--- config.mk ---
export PLATFORM = sky130hd
export DESIGN_NAME = pad_input_edge_autorepeat_unit
export DESIGN_NICKNAME = d
export VERILOG_FILES = /design/src/hw/rtl/piea_pkg.sv /design/src/hw/rtl/pad_input_edge_autorepeat_unit.sv
export SDC_FILE = /design/constraint.sdc
export NUM_CORES = 1
export LEC_CHECK = 0
export ABC_AREA = 1
export BUFFER_PORTS_ARGS = -buffer_cell sky130_fd_sc_hd__buf_2
export CORE_MARGIN = 2
export CORE_UTILIZATION = 65
export CTS_BUF_LIST = sky130_fd_sc_hd__clkbuf_8
export DETAILED_ROUTE_END_ITERATION = 6
export PLACE_DENSITY = 0.85
export SYNTH_ARGS = -nofsm -noshare
export SYNTH_HDL_FRONTEND = slang
export SYNTH_SLANG_ARGS = --single-unit
--- constraint.sdc ---
create_clock -name clk_i -period 9.15 [get_ports clk_i]
set_clock_uncertainty 0.15 [all_clocks]
set_input_delay 1.83 -clock clk_i [delete_from_list [all_inputs] [get_ports clk_i]]
set_output_delay 1.83 -clock clk_i [all_outputs]
set_load 0.05 [all_outputs]
--- src/hw/rtl/piea_pkg.sv ---
package piea_pkg;

  localparam int unsigned NUM_BUTTONS_DEF    = 16;
  localparam int unsigned NUM_STICK_DIRS_DEF = 8;
  localparam int unsigned COUNT_WIDTH_DEF    = 16;

  localparam int unsigned CFG_IDX_W  = 2;
  localparam int unsigned CFG_DATA_W = 16;

  localparam logic [CFG_IDX_W-1:0] REG_REPEAT_START    = 2'd0;
  localparam logic [CFG_IDX_W-1:0] REG_REPEAT_INTERVAL = 2'd1;
  localparam logic [CFG_IDX_W-1:0] REG_STICK_THRESHOLD = 2'd2;

  localparam logic [15:0] REPEAT_START_RST    = 16'd30;
  localparam logic [15:0] REPEAT_INTERVAL_RST = 16'd5;
  localparam logic [14:0] STICK_THRESHOLD_RST = 15'd16384;

  localparam logic [7:0] TRIGGER_LEVEL = 8'd127;

  localparam int unsigned IN_W    = 96;
  localparam int unsigned MASK_W  = 26;
  localparam int unsigned REP_W   = 24;
  localparam int unsigned FIRST_W = 5;
  localparam int unsigned OUT_W   = 112;

  localparam int unsigned HELD_LSB  = 0;
  localparam int unsigned PRESS_LSB = HELD_LSB + MASK_W;
  localparam int unsigned REL_LSB   = PRESS_LSB + MASK_W;
  localparam int unsigned REP_LSB   = REL_LSB + MASK_W;
  localparam int unsigned FIRST_LSB = REP_LSB + REP_W;
  localparam int unsigned ANY_BIT   = FIRST_LSB + FIRST_W;

endpackage

--- src/hw/rtl/pad_input_edge_autorepeat_unit.sv ---
// Channel   Direction  Handshake                       Payload
// s_axis    in         s_axis_tvalid / s_axis_tready   s_axis_tdata, one controller frame
// m_axis    out        m_axis_tvalid / m_axis_tready   m_axis_tdata, one result item
// cfg       in         cfg_we_i, no back-pressure      cfg_idx_i, cfg_wdata_i
//
// One item at a time; each counter is read (S_READ) and then updated (S_CALC), and a counter
// past repeat_start also runs the remainder unit (S_DIV) before the sweep moves on.
// The single memory port sets the sweep.
// Reset clears control and per-entry counter valid bits; configuration takes reset values.
// A result waiting on m_axis does not block the next item; the sweep stalls at its end.
module pad_input_edge_autorepeat_unit #(
  parameter int unsigned NUM_BUTTONS    = piea_pkg::NUM_BUTTONS_DEF,
  parameter int unsigned NUM_STICK_DIRS = piea_pkg::NUM_STICK_DIRS_DEF,
  parameter int unsigned COUNT_WIDTH    = piea_pkg::COUNT_WIDTH_DEF
) (
  input  logic                            clk_i,
  input  logic                            rst_ni,
  input  logic                            cfg_we_i,
  input  logic [piea_pkg::CFG_IDX_W-1:0]  cfg_idx_i,
  input  logic [piea_pkg::CFG_DATA_W-1:0] cfg_wdata_i,
  input  logic                            s_axis_tvalid,
  output logic                            s_axis_tready,
  // button_bits, left_x, left_y, right_x, right_y, left_trigger, right_trigger
  input  logic [piea_pkg::IN_W-1:0]       s_axis_tdata,
  output logic                            m_axis_tvalid,
  input  logic                            m_axis_tready,
  // held_mask, pressed_mask, released_mask, repeat_mask, first_active, any_active, pad
  output logic [piea_pkg::OUT_W-1:0]      m_axis_tdata
);

  localparam int unsigned NumCounted = NUM_BUTTONS + NUM_STICK_DIRS;
  localparam int unsigned NumBits    = NumCounted + 2;
  localparam int unsigned IdxW       = (NumCounted > 1) ? $clog2(NumCounted) : 1;
  localparam int unsigned CmpW       = (COUNT_WIDTH > 16) ? COUNT_WIDTH : 16;
  localparam int unsigned DivCntW    = $clog2(CmpW);
  localparam int unsigned MaskW      = piea_pkg::MASK_W;
  localparam int unsigned RepW       = piea_pkg::REP_W;
  localparam int unsigned FirstW     = piea_pkg::FIRST_W;
  localparam int unsigned PadW       = piea_pkg::OUT_W - piea_pkg::ANY_BIT - 1;

  localparam logic [2:0] S_IDLE = 3'd0;
  localparam logic [2:0] S_READ = 3'd1;
  localparam logic [2:0] S_CALC = 3'd2;
  localparam logic [2:0] S_DIV  = 3'd3;
  localparam logic [2:0] S_DONE = 3'd4;

  logic [2:0]                  state_q, state_d;
  logic [IdxW-1:0]             idx_q, idx_d;
  logic [NumCounted-1:0]       vld_q, vld_d;
  logic [NumBits-1:0]          cur_q, cur_d;
  logic [NumBits-1:0]          prev_q, prev_d;
  logic                        out_valid_q, out_valid_d;
  logic [15:0]                 rep_start_q;
  logic [15:0]                 rep_interval_q;
  logic [14:0]                 stick_thr_q;

  logic [NumCounted-1:0]       rep_q, rep_d;
  logic [CmpW-1:0]             div_rem_q, div_rem_d;
  logic [CmpW-1:0]             div_x_q, div_x_d;
  logic [DivCntW-1:0]          div_cnt_q, div_cnt_d;
  logic [piea_pkg::OUT_W-1:0]  out_data_q, out_data_d;

  logic [COUNT_WIDTH-1:0]      cnt_mem [NumCounted];
  logic [COUNT_WIDTH-1:0]      rd_q;

  logic [15:0]                 button_bits;
  logic signed [15:0]          left_x, left_y, right_x, right_y;
  logic [7:0]                  left_trigger, right_trigger;

  logic [14:0]                 thr;
  logic signed [16:0]          thr_pos, thr_neg;
  logic [7:0]                  dirs;
  logic [31:0]                 btn_masked;
  logic [7:0]                  dirs_masked;
  logic [1:0]                  trig;
  logic [NumBits-1:0]          vec;

  logic [COUNT_WIDTH-1:0]      cnt_rd, cnt_new;
  logic                        act;
  logic [CmpW-1:0]             cnt_ext, start_ext, iv_ext;
  logic [15:0]                 iv;
  logic [CmpW:0]               trial;
  logic                        trial_ge;
  logic [CmpW-1:0]             rem_nxt;
  logic                        last_idx;

  logic [NumBits+MaskW-1:0]    held_ext, press_ext, rel_ext;
  logic [NumCounted+RepW-1:0]  rep_ext;
  logic [FirstW-1:0]           first_idx;
  logic                        any_act;

  assign button_bits   = s_axis_tdata[15:0];
  assign left_x        = s_axis_tdata[31:16];
  assign left_y        = s_axis_tdata[47:32];
  assign right_x       = s_axis_tdata[63:48];
  assign right_y       = s_axis_tdata[79:64];
  assign left_trigger  = s_axis_tdata[87:80];
  assign right_trigger = s_axis_tdata[95:88];

  assign thr     = (stick_thr_q == '0) ? 15'd1 : stick_thr_q;
  assign thr_pos = $signed({2'b00, thr});
  assign thr_neg = 17'sd0 - thr_pos;

  always_comb begin
    dirs[0] = $signed({left_y[15], left_y})   >= thr_pos;
    dirs[1] = $signed({left_y[15], left_y})   <= thr_neg;
    dirs[2] = $signed({left_x[15], left_x})   >= thr_pos;
    dirs[3] = $signed({left_x[15], left_x})   <= thr_neg;
    dirs[4] = $signed({right_y[15], right_y}) >= thr_pos;
    dirs[5] = $signed({right_y[15], right_y}) <= thr_neg;
    dirs[6] = $signed({right_x[15], right_x}) >= thr_pos;
    dirs[7] = $signed({right_x[15], right_x}) <= thr_neg;
  end

  assign btn_masked  = {16'b0, button_bits} & 32'((64'd1 << NUM_BUTTONS) - 64'd1);
  assign dirs_masked = dirs & 8'((16'd1 << NUM_STICK_DIRS) - 16'd1);
  assign trig        = {right_trigger > piea_pkg::TRIGGER_LEVEL,
                        left_trigger > piea_pkg::TRIGGER_LEVEL};
  assign vec         = NumBits'(btn_masked)
                     | (NumBits'(dirs_masked) << NUM_BUTTONS)
                     | (NumBits'(trig) << NumCounted);

  assign cnt_rd   = vld_q[idx_q] ? rd_q : '0;
  assign act      = cur_q[idx_q];
  assign cnt_new  = !act ? '0 : ((&cnt_rd) ? cnt_rd : cnt_rd + 1'b1);
  assign cnt_ext  = CmpW'(cnt_new);
  assign start_ext = CmpW'(rep_start_q);
  assign iv       = (rep_interval_q == '0) ? 16'd1 : rep_interval_q;
  assign iv_ext   = CmpW'(iv);
  assign last_idx = (idx_q == IdxW'(NumCounted - 1));

  assign trial    = {div_rem_q, div_x_q[CmpW-1]};
  assign trial_ge = trial >= {1'b0, iv_ext};
  assign rem_nxt  = trial_ge ? CmpW'(trial - {1'b0, iv_ext}) : trial[CmpW-1:0];

  assign held_ext  = {{MaskW{1'b0}}, cur_q};
  assign press_ext = {{MaskW{1'b0}}, cur_q & ~prev_q};
  assign rel_ext   = {{MaskW{1'b0}}, prev_q & ~cur_q};
  assign rep_ext   = {{RepW{1'b0}}, rep_q};
  assign any_act   = |cur_q;

  always_comb begin
    first_idx = '0;
    for (int i = NumBits - 1; i >= 0; i--) begin
      if (cur_q[i]) begin
        first_idx = FirstW'(i);
      end
    end
  end

  assign s_axis_tready = (state_q == S_IDLE);
  assign m_axis_tvalid = out_valid_q;
  assign m_axis_tdata  = out_data_q;

  always_comb begin
    state_d     = state_q;
    idx_d       = idx_q;
    vld_d       = vld_q;
    cur_d       = cur_q;
    prev_d      = prev_q;
    out_valid_d = out_valid_q;
    rep_d       = rep_q;
    div_rem_d   = div_rem_q;
    div_x_d     = div_x_q;
    div_cnt_d   = div_cnt_q;
    out_data_d  = out_data_q;

    if (out_valid_q && m_axis_tready) begin
      out_valid_d = 1'b0;
    end

    unique case (state_q)
      S_IDLE: begin
        if (s_axis_tvalid) begin
          prev_d  = cur_q;
          cur_d   = vec;
          rep_d   = '0;
          idx_d   = '0;
          state_d = S_READ;
        end
      end
      S_READ: begin
        state_d = S_CALC;
      end
      S_CALC: begin
        vld_d[idx_q] = 1'b1;
        if (cnt_ext > start_ext) begin
          div_rem_d = '0;
          div_x_d   = cnt_ext - start_ext;
          div_cnt_d = '0;
          state_d   = S_DIV;
        end else begin
          rep_d[idx_q] = (cnt_new == COUNT_WIDTH'(1));
          if (last_idx) begin
            state_d = S_DONE;
          end else begin
            idx_d   = idx_q + 1'b1;
            state_d = S_READ;
          end
        end
      end
      S_DIV: begin
        div_rem_d = rem_nxt;
        div_x_d   = div_x_q << 1;
        div_cnt_d = div_cnt_q + 1'b1;
        if (div_cnt_q == DivCntW'(CmpW - 1)) begin
          rep_d[idx_q] = (rem_nxt == '0);
          if (last_idx) begin
            state_d = S_DONE;
          end else begin
            idx_d   = idx_q + 1'b1;
            state_d = S_READ;
          end
        end
      end
      S_DONE: begin
        if (!out_valid_q || m_axis_tready) begin
          out_data_d  = {{PadW{1'b0}}, any_act, first_idx, rep_ext[RepW-1:0],
                         rel_ext[MaskW-1:0], press_ext[MaskW-1:0], held_ext[MaskW-1:0]};
          out_valid_d = 1'b1;
          state_d     = S_IDLE;
        end
      end
      default: begin
        state_d = S_IDLE;
      end
    endcase
  end

  always_ff @(posedge clk_i or negedge rst_ni) begin
    if (!rst_ni) begin
      state_q        <= S_IDLE;
      idx_q          <= '0;
      vld_q          <= '0;
      cur_q          <= '0;
      prev_q         <= '0;
      out_valid_q    <= 1'b0;
      rep_start_q    <= piea_pkg::REPEAT_START_RST;
      rep_interval_q <= piea_pkg::REPEAT_INTERVAL_RST;
      stick_thr_q    <= piea_pkg::STICK_THRESHOLD_RST;
    end else begin
      state_q     <= state_d;
      idx_q       <= idx_d;
      vld_q       <= vld_d;
      cur_q       <= cur_d;
      prev_q      <= prev_d;
      out_valid_q <= out_valid_d;
      if (cfg_we_i) begin
        unique case (cfg_idx_i)
          piea_pkg::REG_REPEAT_START:    rep_start_q    <= cfg_wdata_i;
          piea_pkg::REG_REPEAT_INTERVAL: rep_interval_q <= cfg_wdata_i;
          piea_pkg::REG_STICK_THRESHOLD: stick_thr_q    <= cfg_wdata_i[14:0];
          default: begin
          end
        endcase
      end
    end
  end

  always_ff @(posedge clk_i) begin
    rep_q      <= rep_d;
    div_rem_q  <= div_rem_d;
    div_x_q    <= div_x_d;
    div_cnt_q  <= div_cnt_d;
    out_data_q <= out_data_d;
  end

  always_ff @(posedge clk_i) begin
    if (state_q == S_CALC) begin
      cnt_mem[idx_q] <= cnt_new;
    end
    if (state_q == S_READ) begin
      rd_q <= cnt_mem[idx_q];
    end
  end

endmodule

Word-level counts from Yosys, hierarchy flattened --
Memory sizes are Yosys's and may differ from the RTL's. A register that Yosys moved wholly into a read port is not among the register bits. Cells that the tools add are included.
Word-level totals: bits in registers 300, word-level logic and storage cells 151, memories 1, output and inout port bits 114, memory bits (writable) 384
Cells by class: bitwise operators 7, multiplexer cells 65, reduce and logical (&&, ||, !) cells 25, $add $sub $neg 6, order comparisons 14, equal/unequal tests 14
Memory list:
- cnt_mem | depth 24, width 16, rd ports 1, clocked after memory_dff 1, wr ports 1, line pad_input_edge_autorepeat_unit.sv:63 | logic [COUNT_WIDTH-1:0] cnt_mem [NumCounted];
Operator list (count):
- two-way mux 16 bit | 7
- two-way mux 24 bit | 3
- case mux 24 bit (3 select lines) | 1
- two-way mux 5 bit | 14
- >= comparator 16 bit | 4
- <= comparator 16 bit | 4
- case mux 16 bit (2 select lines) | 2
- bitwise AND 26 bit | 2
- inverter 26 bit | 2
- bitwise mux 24 bit | 2
- two-way mux 4 bit | 9
- logical NOT 16 bit | 2
- subtractor 16 bit | 2
- two-way mux 3 bit | 9
- OR 24 x 26 -> 26 bit | 1
- OR reduction 26 bit | 1
- OR 16 x 24 -> 24 bit | 1
- OR 24 bit | 1
- >= comparator 17 x 16 -> 1 bit | 1
- adder 16 x 1 -> 16 bit, second input constant | 1
- == test 16 x 1 -> 1 bit, second input constant | 1
- > comparator 16 bit | 1
- > comparator 8 x 7 -> 1 bit, second input constant | 2
- AND reduction 16 bit | 1
- other kinds (36) | 57

Depth between registers and ports, before layout --
Gate-level depths: netlist (run 1).
depth after elaboration 25, gate-level depth with buffers 38, mapped depth without buffers 34

Worst setup path after synthesis (run 1) --
OpenSTA, ideal clock, no wires.
path kind input to register, start point input m_axis_tready, end point register out_data_q, in the netlist m_axis_tdata[0] (enable), cell stages on the path 2, setup slack 2.079 ns, library setup time 0.576 ns, path buffers 0, data arrival time 6.346 ns, data required time 8.424 ns, cell sequence nor2_1 > nor2_1
Between the ends: longest elaborated chain between the ends 2
RTL lines:
- from (decl) | line pad_input_edge_autorepeat_unit.sv:26 | input logic m_axis_tready,
- logical OR 1 bit | line pad_input_edge_autorepeat_unit.sv:217 | if (!out_valid_q || m_axis_tready) begin
- AND reduction 2 bit (no line)
- to (signal assigned) | line pad_input_edge_autorepeat_unit.sv:265 | out_data_q <= out_data_d;
- to (decl) | line pad_input_edge_autorepeat_unit.sv:61 | logic [piea_pkg::OUT_W-1:0] out_data_q, out_data_d;
Every way passes these cells. A chain may end at the register's enable or synchronous reset.

Final worst setup path (run 1) --
start point register idx_q[2], end point register rep_q[22] (enable)
Between the ends: longest elaborated chain between the ends 9
RTL lines:
- from (decl) | line pad_input_edge_autorepeat_unit.sv:48 | logic [IdxW-1:0] idx_q, idx_d;
- from (signal assigned) | line pad_input_edge_autorepeat_unit.sv:243 | idx_q <= idx_d;
- binary-select mux 1 bit (select 5 bit) | line pad_input_edge_autorepeat_unit.sv:123 | assign cnt_rd = vld_q[idx_q] ? rd_q : '0;
- two-way mux 1 bit (not written as such) | line pad_input_edge_autorepeat_unit.sv:123
- two-way mux 16 bit | line pad_input_edge_autorepeat_unit.sv:123
- adder 16 x 1 -> 16 bit / AND reduction 16 bit (equally long branches) | line pad_input_edge_autorepeat_unit.sv:125 | assign cnt_new = !act ? '0 : ((&cnt_rd) ? cnt_rd : cnt_rd + 1'b1);
- two-way mux 16 bit | line pad_input_edge_autorepeat_unit.sv:125
- two-way mux 16 bit (*) | line pad_input_edge_autorepeat_unit.sv:125
- net cnt_ext[6] | line pad_input_edge_autorepeat_unit.sv:80 | logic [CmpW-1:0] cnt_ext, start_ext, iv_ext;
- > comparator 16 bit (*) | line pad_input_edge_autorepeat_unit.sv:187 | if (cnt_ext > start_ext) begin
- != test 2 bit (no line) (*)
- AND reduction 4 bit (no line) (*)
- to (signal assigned) | line pad_input_edge_autorepeat_unit.sv:261 | rep_q <= rep_d;
- to (decl) | line pad_input_edge_autorepeat_unit.sv:57 | logic [NumCounted-1:0] rep_q, rep_d;
Mark *: on every way through the listed nets, which the timed path passes. The rest lies on a longest branch. The select of a mux whose other input is x is not followed.

==> flow_metrics.py, run 1 <==
metrics = {
    "critical_path": {
        "worst_ep_required_time_ns": 9.46,
        "cp_top_family": "simple AND/OR/NAND/NOR gates",
        "worst_path_largest_cell_delay_ns": 0.99,
        "worst-path-max-fanout": 27,
        "worst-endpoint-arrival_ns": 7.43,
        "worstPathBufferInverterCount": 8,
        "crit_slowest_cell": "sky130_fd_sc_hd__a21oi_2",
        "timing.critical_path.to_type": "register",
        "setup.worst_path.start_class": "register",
        "timing.setup.critical_path_class": "reg2reg",
        "cpMostUsedCell": "sky130_fd_sc_hd__nand2_1",
    },
    "floorplanning": {
        "fp.dieArea_um2": 52400,
        "ioPinCount": 233,
        "core_footprint_um2": 50100,
        "std_cell_rows": 82,
        "die_height_um": 229,
        "initial_standard_cell_utilization_of_the_core_pct": 65.6,
        "chipWidth_um": 229,
    },
    "sta": {
        "period_minus_slack_ns": 7.12,
        "timing.max_slew.rel_slack_pct": 16.2,
        "final-max-slew-violation-count": 0,
        "finalCritPeriodShare_pct": 77.8,
        "timing_worst_slew_pin_value_ns": 1.26,
        "finalSetupTns_ns": 0,
        "grt_setup_unrepaired": "false",
        "hold_viol_final": 0,
        "setup_viol_count_final": 0,
        "postLayoutSetupSlackWorst_ns": 2.03,
        "achievable-frequency_mhz": 140,
    },
    "cells_and_area": {
        "final_nets": 3623,
        "layout-area-overhead-vs-synth_pct": 12.6,
        "final_layout_size_suffix_gt1_share_pct": 14.1,
        "fillCellCount": 3251,
    },
    "clock_tree": {
        "htree_levels": 3,
        "cts_resized": 0,
        "clock-sinks": 700,
        "cts_setup_buffers": 0,
        "hold_bufs_at_cts": 0,
        "cts.reportedPaths.clkPinSlew_ns": 0.06,
        "cts_bufs_inserted": 106,
        "maximum_buffer_depth_of_the_clock_tree": 3,
        "worstSkewPairLatency_ns": 0.73,
        "clockRootBuffer": "sky130_fd_sc_hd__clkbuf_8",
        "cts_tree": "done",
    },
    "synthesis": {
        "yosysTopAreaCell": "sky130_fd_sc_hd__edfxtp_1",
        "synth-edff-count": 568,
        "synth_area_um2": 32900,
        "synth_flop_cell": "sky130_fd_sc_hd__edfxtp_1",
        "leading_post_synthesis_cells_by_cell_area": "sky130_fd_sc_hd__edfxtp_1 (52%), sky130_fd_sc_hd__dfrtp_1 (9.5%), sky130_fd_sc_hd__ha_1 (6.1%)",
        "ys_warn_count": 0,
        "synthesis.area_per_instance_um2": 10.7,
        "ys_seq_elements": 700,
        "yosysTopAreaCellShare_pct": 51.9,
        "ys_seq_area_share_pct": 62.0,
        "synth_cells": 3079,
        "synth_cell_types": 55,
        "synthArstFlopShare_pct": 18.9,
    },
    "place": {
        "routabilityCongestion": 0.938,
        "port-buffer-count": 214,
        "placement.setup.worst_slack_ns": 2.22,
        "hpwl_mm": 59.7,
    },
    "hold_path": {
        "hold_path_class": "reg2reg",
    },
    "flow_run": {
        "maxCapViolCount": 0,
    },
    "routing": {
        "detail_route.wl_per_cell_um": 22.7,
        "drc_errors": 0,
        "via_count": 25700,
        "first_pass_iters": 7,
        "postRouteAntennaNets": 0,
        "postRouteWirelength_mm": 93.4,
        "detail_route.iter0.violations": 3415,
        "vias_per_cell": 6.26,
    },
    "grt": {
        "grt_start_max_net_pins": 107,
        "gr-total-overflow": 0,
        "global_route_wire_length_before_repair_mm": 142,
        "grt.total_usage_pct": 35.5,
        "grt_pass1_vias": 25100,
        "antenna_found_initial": 7,
    },
    "pwr": {
        "p_per_area_nw_per_um2": 342,
        "power_leakage_uw": 0.0151,
        "final_total_power_uw": 12700,
        "worst_vdd_drop_v": 0.000238,
    },
    "outcome": {
        "result_of_the_run": "finished clean",
    },
}
## flip-flops by register name, summed over array words and instances (netlist names), 3 cells and up
signal	cells
rep_q	24
rep_start_q	16
cur_q	26
vld_q	24
div_cnt_q	4
state_q	3
m_axis_tdata	108
prev_q	26
div_x_q	16
rd_q	16
idx_q	5
div_rem_q	16
rep_interval_q	16
stick_thr_q	15
cnt_mem	384
## metal layers
metal	GRT usage [%]	up-vias	part of all wire, %
met1	46.7	12300	37
met2	56.4	1667	47
met5	0	-	0
li1	-	11400	-
met3	8.01	311	11
met4	17.5	0	4.8
## cell usage after synthesis (13+ instances only)
library cell and number:
sky130_fd_sc_hd__edfxtp_1 568, sky130_fd_sc_hd__nand2_1 411, sky130_fd_sc_hd__nor2_1 401, sky130_fd_sc_hd__o21ai_0 379, sky130_fd_sc_hd__inv_1 276, sky130_fd_sc_hd__ha_1 159
sky130_fd_sc_hd__nand3_1 139, sky130_fd_sc_hd__dfrtp_1 125, sky130_fd_sc_hd__a21oi_1 123, sky130_fd_sc_hd__clkbuf_1 103, sky130_fd_sc_hd__o22ai_1 72, sky130_fd_sc_hd__nand4_1 44
sky130_fd_sc_hd__o221ai_1 28, sky130_fd_sc_hd__xor2_1 27, sky130_fd_sc_hd__a22o_1 26, sky130_fd_sc_hd__nor3_1 22, sky130_fd_sc_hd__buf_2 19, sky130_fd_sc_hd__xnor2_1 17
sky130_fd_sc_hd__o211ai_1 13
## layout by cell type (no fill, tap or decap), types with 116 or more instances in the layout
cell,Yosys,routed
sky130_fd_sc_hd__a21oi_1,123,116
sky130_fd_sc_hd__nor2_1,401,398
sky130_fd_sc_hd__clkbuf_8,0,121
sky130_fd_sc_hd__edfxtp_1,568,568
sky130_fd_sc_hd__inv_1,276,305
sky130_fd_sc_hd__ha_1,159,159
sky130_fd_sc_hd__nand3_1,139,139
sky130_fd_sc_hd__buf_2,19,213
sky130_fd_sc_hd__o21ai_0,379,379
sky130_fd_sc_hd__nand2_1,411,411
sky130_fd_sc_hd__dfrtp_1,125,123
## layout make-up
cell class                      instances  area [um2]  area share, %
Timing Repair Buffer                  284        1620           4.36
Tap cell                              672         841           2.27
Sequential cell                       700       20400           55.1
Clock inverter                         80         512           1.38
Multi-Input combinational cell       1968       10900           29.5
Inverter                              283        1070           2.88
Clock buffer                          121        1670           4.50
Antenna cell                            7        17.5         0.0473
## cells by family (layout without fill, tap and decap cells)
family	count (synthesis)	in the layout	synth area share (%)
other	1	15	0.0114
AND/OR/NAND/NOR	1053	1053	13.4
buffers and inverters	418	768	5.02
AO/OA/AOI/OAI	702	702	12.3
XOR/XNOR	44	44	1.17
flip-flops	700	700	62.0
adder cells (fa/ha/maj)	161	161	6.18
## power breakdown
part / switching (uW) / internal (uW)
sequential: 351 / 4640
combinational: 3570 / 1480
clock: 1250 / 1370
total: 5170 / 7490
## through the flow
step                      hold WS [ns]  cells  area (um2)  utilization [%]
final                            0.311   4115       37000             73.9
after global routing             0.312   4115       37000             73.9
after CTS                        0.309   4108       37000             73.9
after detailed placement         0.294   3907       34800             69.5
after global placement           0.290   3907       34800             69.5
after floorplan                  0.277   3086       32900                -
## path summary, 6_finish.rpt
kind,start,to,slack [ns],cells past startpoint
worst min-delay path,rep_q[2],m_axis_tdata[80],0.31,0
max in group asynchronous,rst_ni,cur_q[19],6.53,2
worst max register to register,idx_q[2],rep_q[22],2.03,30
min in group asynchronous,rst_ni,cur_q[23],0.98,1
worst max-delay path,idx_q[2],rep_q[22],2.03,30
worst min register to register,rep_q[2],m_axis_tdata[80],0.31,0
No activity file was read; power rests on OpenSTA's default activity.
==> run 2, diff against run 1 <==
--- a/config.mk
+++ b/config.mk
@@ -8,10 +8,10 @@
 export ABC_AREA = 1
 export BUFFER_PORTS_ARGS = -buffer_cell sky130_fd_sc_hd__buf_2
 export CORE_MARGIN = 2
-export CORE_UTILIZATION = 65
+export CORE_UTILIZATION = 57
 export CTS_BUF_LIST = sky130_fd_sc_hd__clkbuf_8
 export DETAILED_ROUTE_END_ITERATION = 6
-export PLACE_DENSITY = 0.85
+export PLACE_DENSITY = 0.79
 export SYNTH_ARGS = -nofsm -noshare
 export SYNTH_HDL_FRONTEND = slang
 export SYNTH_SLANG_ARGS = --single-unit
==> constraint.sdc (replaced) <==
create_clock -name clk_i -period 6.1 [get_ports clk_i]
set_clock_uncertainty 0.15 [all_clocks]
set_input_delay 1.22 -clock clk_i [delete_from_list [all_inputs] [get_ports clk_i]]
set_output_delay 1.22 -clock clk_i [all_outputs]
set_load 0.05 [all_outputs]
==> run 2 against run 1 <==
  * Fmax increased by 27%
  * Via count decreased by 4.8%
  * First-iteration DRC count decreased by 21%
  * Clock-buffer cell count decreased by 6
  * Non-clock buffer count increased by 7
  * Power increased by 49%
  * Combinational power increased by 47%
==> flow_metrics.py, run 2 (synthesized netlist as in run 1, its figures left out) <==
metrics = {
    "sta": {
        "final-max-slew-violation-count": 0,
        "achievable-frequency_mhz": 179,
        "period_minus_slack_ns": 5.59,
        "finalCritPeriodShare_pct": 91.7,
        "setup_viol_count_final": 0,
        "finalSetupTns_ns": 0,
        "timing.max_slew.rel_slack_pct": 9.59,
        "timing_worst_slew_pin_value_ns": 1.35,
        "hold_ws_ns": 0.309,
        "grt_setup_unrepaired": "false",
        "hold_viol_final": 0,
    },
    "grt": {
        "grt_pass1_vias": 23200,
        "grt_start_max_net_pins": 183,
        "antenna_found_initial": 5,
        "grt.total_usage_pct": 27.7,
        "gr-total-overflow": 0,
        "global_route_wire_length_before_repair_mm": 128,
    },
    "cells_and_area": {
        "layout.cells.most_common_list": "sky130_fd_sc_hd__edfxtp_1 (568), sky130_fd_sc_hd__nand2_1 (410), sky130_fd_sc_hd__nor2_1 (384)",
        "final_layout_size_suffix_gt1_share_pct": 14.4,
        "regMostFlops": "cnt_mem",
        "final_common_cell": "sky130_fd_sc_hd__edfxtp_1",
        "fin_util_pct": 65.0,
        "layout-area-overhead-vs-synth_pct": 13.5,
        "postLayoutCellArea_um2": 37300,
        "final_nets": 3632,
        "flip_flop_count_of_the_largest_register_after_layout": 384,
    },
    "pwr": {
        "netSwitchingFraction_pct": 39.6,
        "seq_power_share_pct": 39.7,
        "power_leakage_uw": 0.0152,
        "comb_power_share_pct": 39.4,
        "worst_vdd_drop_v": 0.000356,
        "clkPwrFrac_pct": 20.9,
        "internal-power_uw": 11400,
        "p_per_area_nw_per_um2": 505,
        "power.switching_uw": 7450,
    },
    "clock_tree": {
        "hold_bufs_at_cts": 0,
        "cts_tree": "done",
        "clockRootBuffer": "sky130_fd_sc_hd__clkbuf_8",
        "cts_bufs_inserted": 107,
        "clock-sinks": 700,
        "maximum_buffer_depth_of_the_clock_tree": 3,
        "htree_levels": 3,
        "worstSkewPairLatency_ns": 0.72,
        "cts.reportedPaths.clkPinSlew_ns": 0.06,
    },
    "floorplanning": {
        "ioPinCount": 233,
        "chipWidth_um": 244,
        "std_cell_rows": 88,
        "core_footprint_um2": 57400,
        "die_height_um": 244,
        "initial_standard_cell_utilization_of_the_core_pct": 57.3,
        "fp.dieArea_um2": 59600,
    },
    "place": {
        "port-buffer-count": 214,
        "routabilityCongestion": 0.967,
        "post_dp_cell_area_um2": 35000,
        "hpwl_mm": 54.9,
    },
    "routing": {
        "detail_route.iter0.violations": 2689,
        "vias_per_cell": 5.81,
        "postRouteWirelength_mm": 83.5,
        "detail_route.wl_per_cell_um": 19.8,
        "drc_errors": 0,
        "first_pass_iters": 6,
        "via_count": 24500,
        "postRouteAntennaNets": 0,
    },
    "critical_path": {
        "worstPathBufferInverterCount": 6,
        "crit_slowest_cell": "sky130_fd_sc_hd__dfrtp_4",
        "regToRegSetupSlack_ns": 0.51,
        "critical_path.reg2reg.startpoint": "idx_q[0]",
        "cp_top_family": "simple AND/OR/NAND/NOR gates",
        "worst-endpoint-arrival_ns": 5.81,
        "cpMostUsedCell": "sky130_fd_sc_hd__nand2_1",
        "path_depth": 31,
        "worst_path_largest_cell_delay_ns": 0.59,
        "worst-path-max-fanout": 36,
        "setup.worst_path.start_class": "register",
        "worst_ep_required_time_ns": 6.32,
        "timing.setup.critical_path_class": "reg2reg",
        "r2r.worst_path.cells": 31,
        "startpoint": "idx_q[0]",
        "timing.critical_path.to_type": "register",
    },
    "flow_run": {
        "maxCapViolCount": 0,
    },
    "hold_path": {
        "hold_depth": 2,
        "hold_path.startpoint": "vld_q[0]",
        "hold_path_class": "reg2reg",
    },
    "outcome": {
        "result_of_the_run": "finished clean",
    },
}
==> run 2: layout make-up <==
class                   count  area (um2)
flip-flops and latches    700       20400
fillers                  4299       20100
multi-input cells        1968       11000
repair buffers            291        1690
clock buffers             115        1580
inverters                 283        1070
well taps                 765         957
clock inverters            89         616
repair inverters            1        7.51
diodes                      3        7.51
==> run 2: final timing paths <==
path | endpoint
min reg2reg | vld_q[0]
min | vld_q[0]
max in group asynchronous | idx_q[0]
min in group asynchronous | rep_interval_q[3]
max | div_x_q[5]
max reg2reg | div_x_q[5]
==> run 2: metrics by stage <==
| step | power [uW] | std cells | worst slack [ns] |
|---|---|---|---|
| 2_1_floorplan | 12400 | 3086 | 0.0656 |
| 3_3_place_gp | 14500 | 4004 | 0.232 |
| 3_5_place_dp | 14700 | 4004 | 0.0714 |
| 4_1_cts | 18600 | 4208 | 0.0387 |
| 5_1_grt | 19900 | 4215 | 0.0356 |
| 6_report | 18800 | 4215 | 0.509 |
==> run 2: power groups by stage <==
stage | sequential, uW | clock (uW) | combinational (uW)
6_report | 7460 | 3930 | 7410
5_1_grt | 7530 | 4180 | 8230
4_1_cts | 7450 | 3970 | 7200
3_5_place_dp | 7530 | 0 | 7160
3_3_place_gp | 7510 | 0 | 6950
2_1_floorplan | 7360 | 0 | 5000
==> run 2: worst register-to-register path: cells and delay by family, from the launching register on <==
kind                     cells  cell delay, ns
AO/OA/AOI/OAI                6            1.13
adder cells (fa/ha/maj)      2            0.56
buffers and inverters        6            0.75
flip-flops                   1            0.59
AND/OR/NAND/NOR             17            2.04
==> run 2: repair_timing <==
action / 4_1_cts / 5_1_grt
endpoints found under the setup margin: 0 / 65
gates resized for setup: 0 / 10
buffers inserted: 0 / 3
==> run 2: metal layers <==
metal / vias up / GRT usage [%] / wire length (um)
met3: 205 / 4.55 / 6720
met4: 2 / 10.4 / 2820
met2: 1128 / 45.1 / 40000
li1: 11500 / - / -
met1: 11700 / 37.8 / 33900
met5: - / 0 / 11
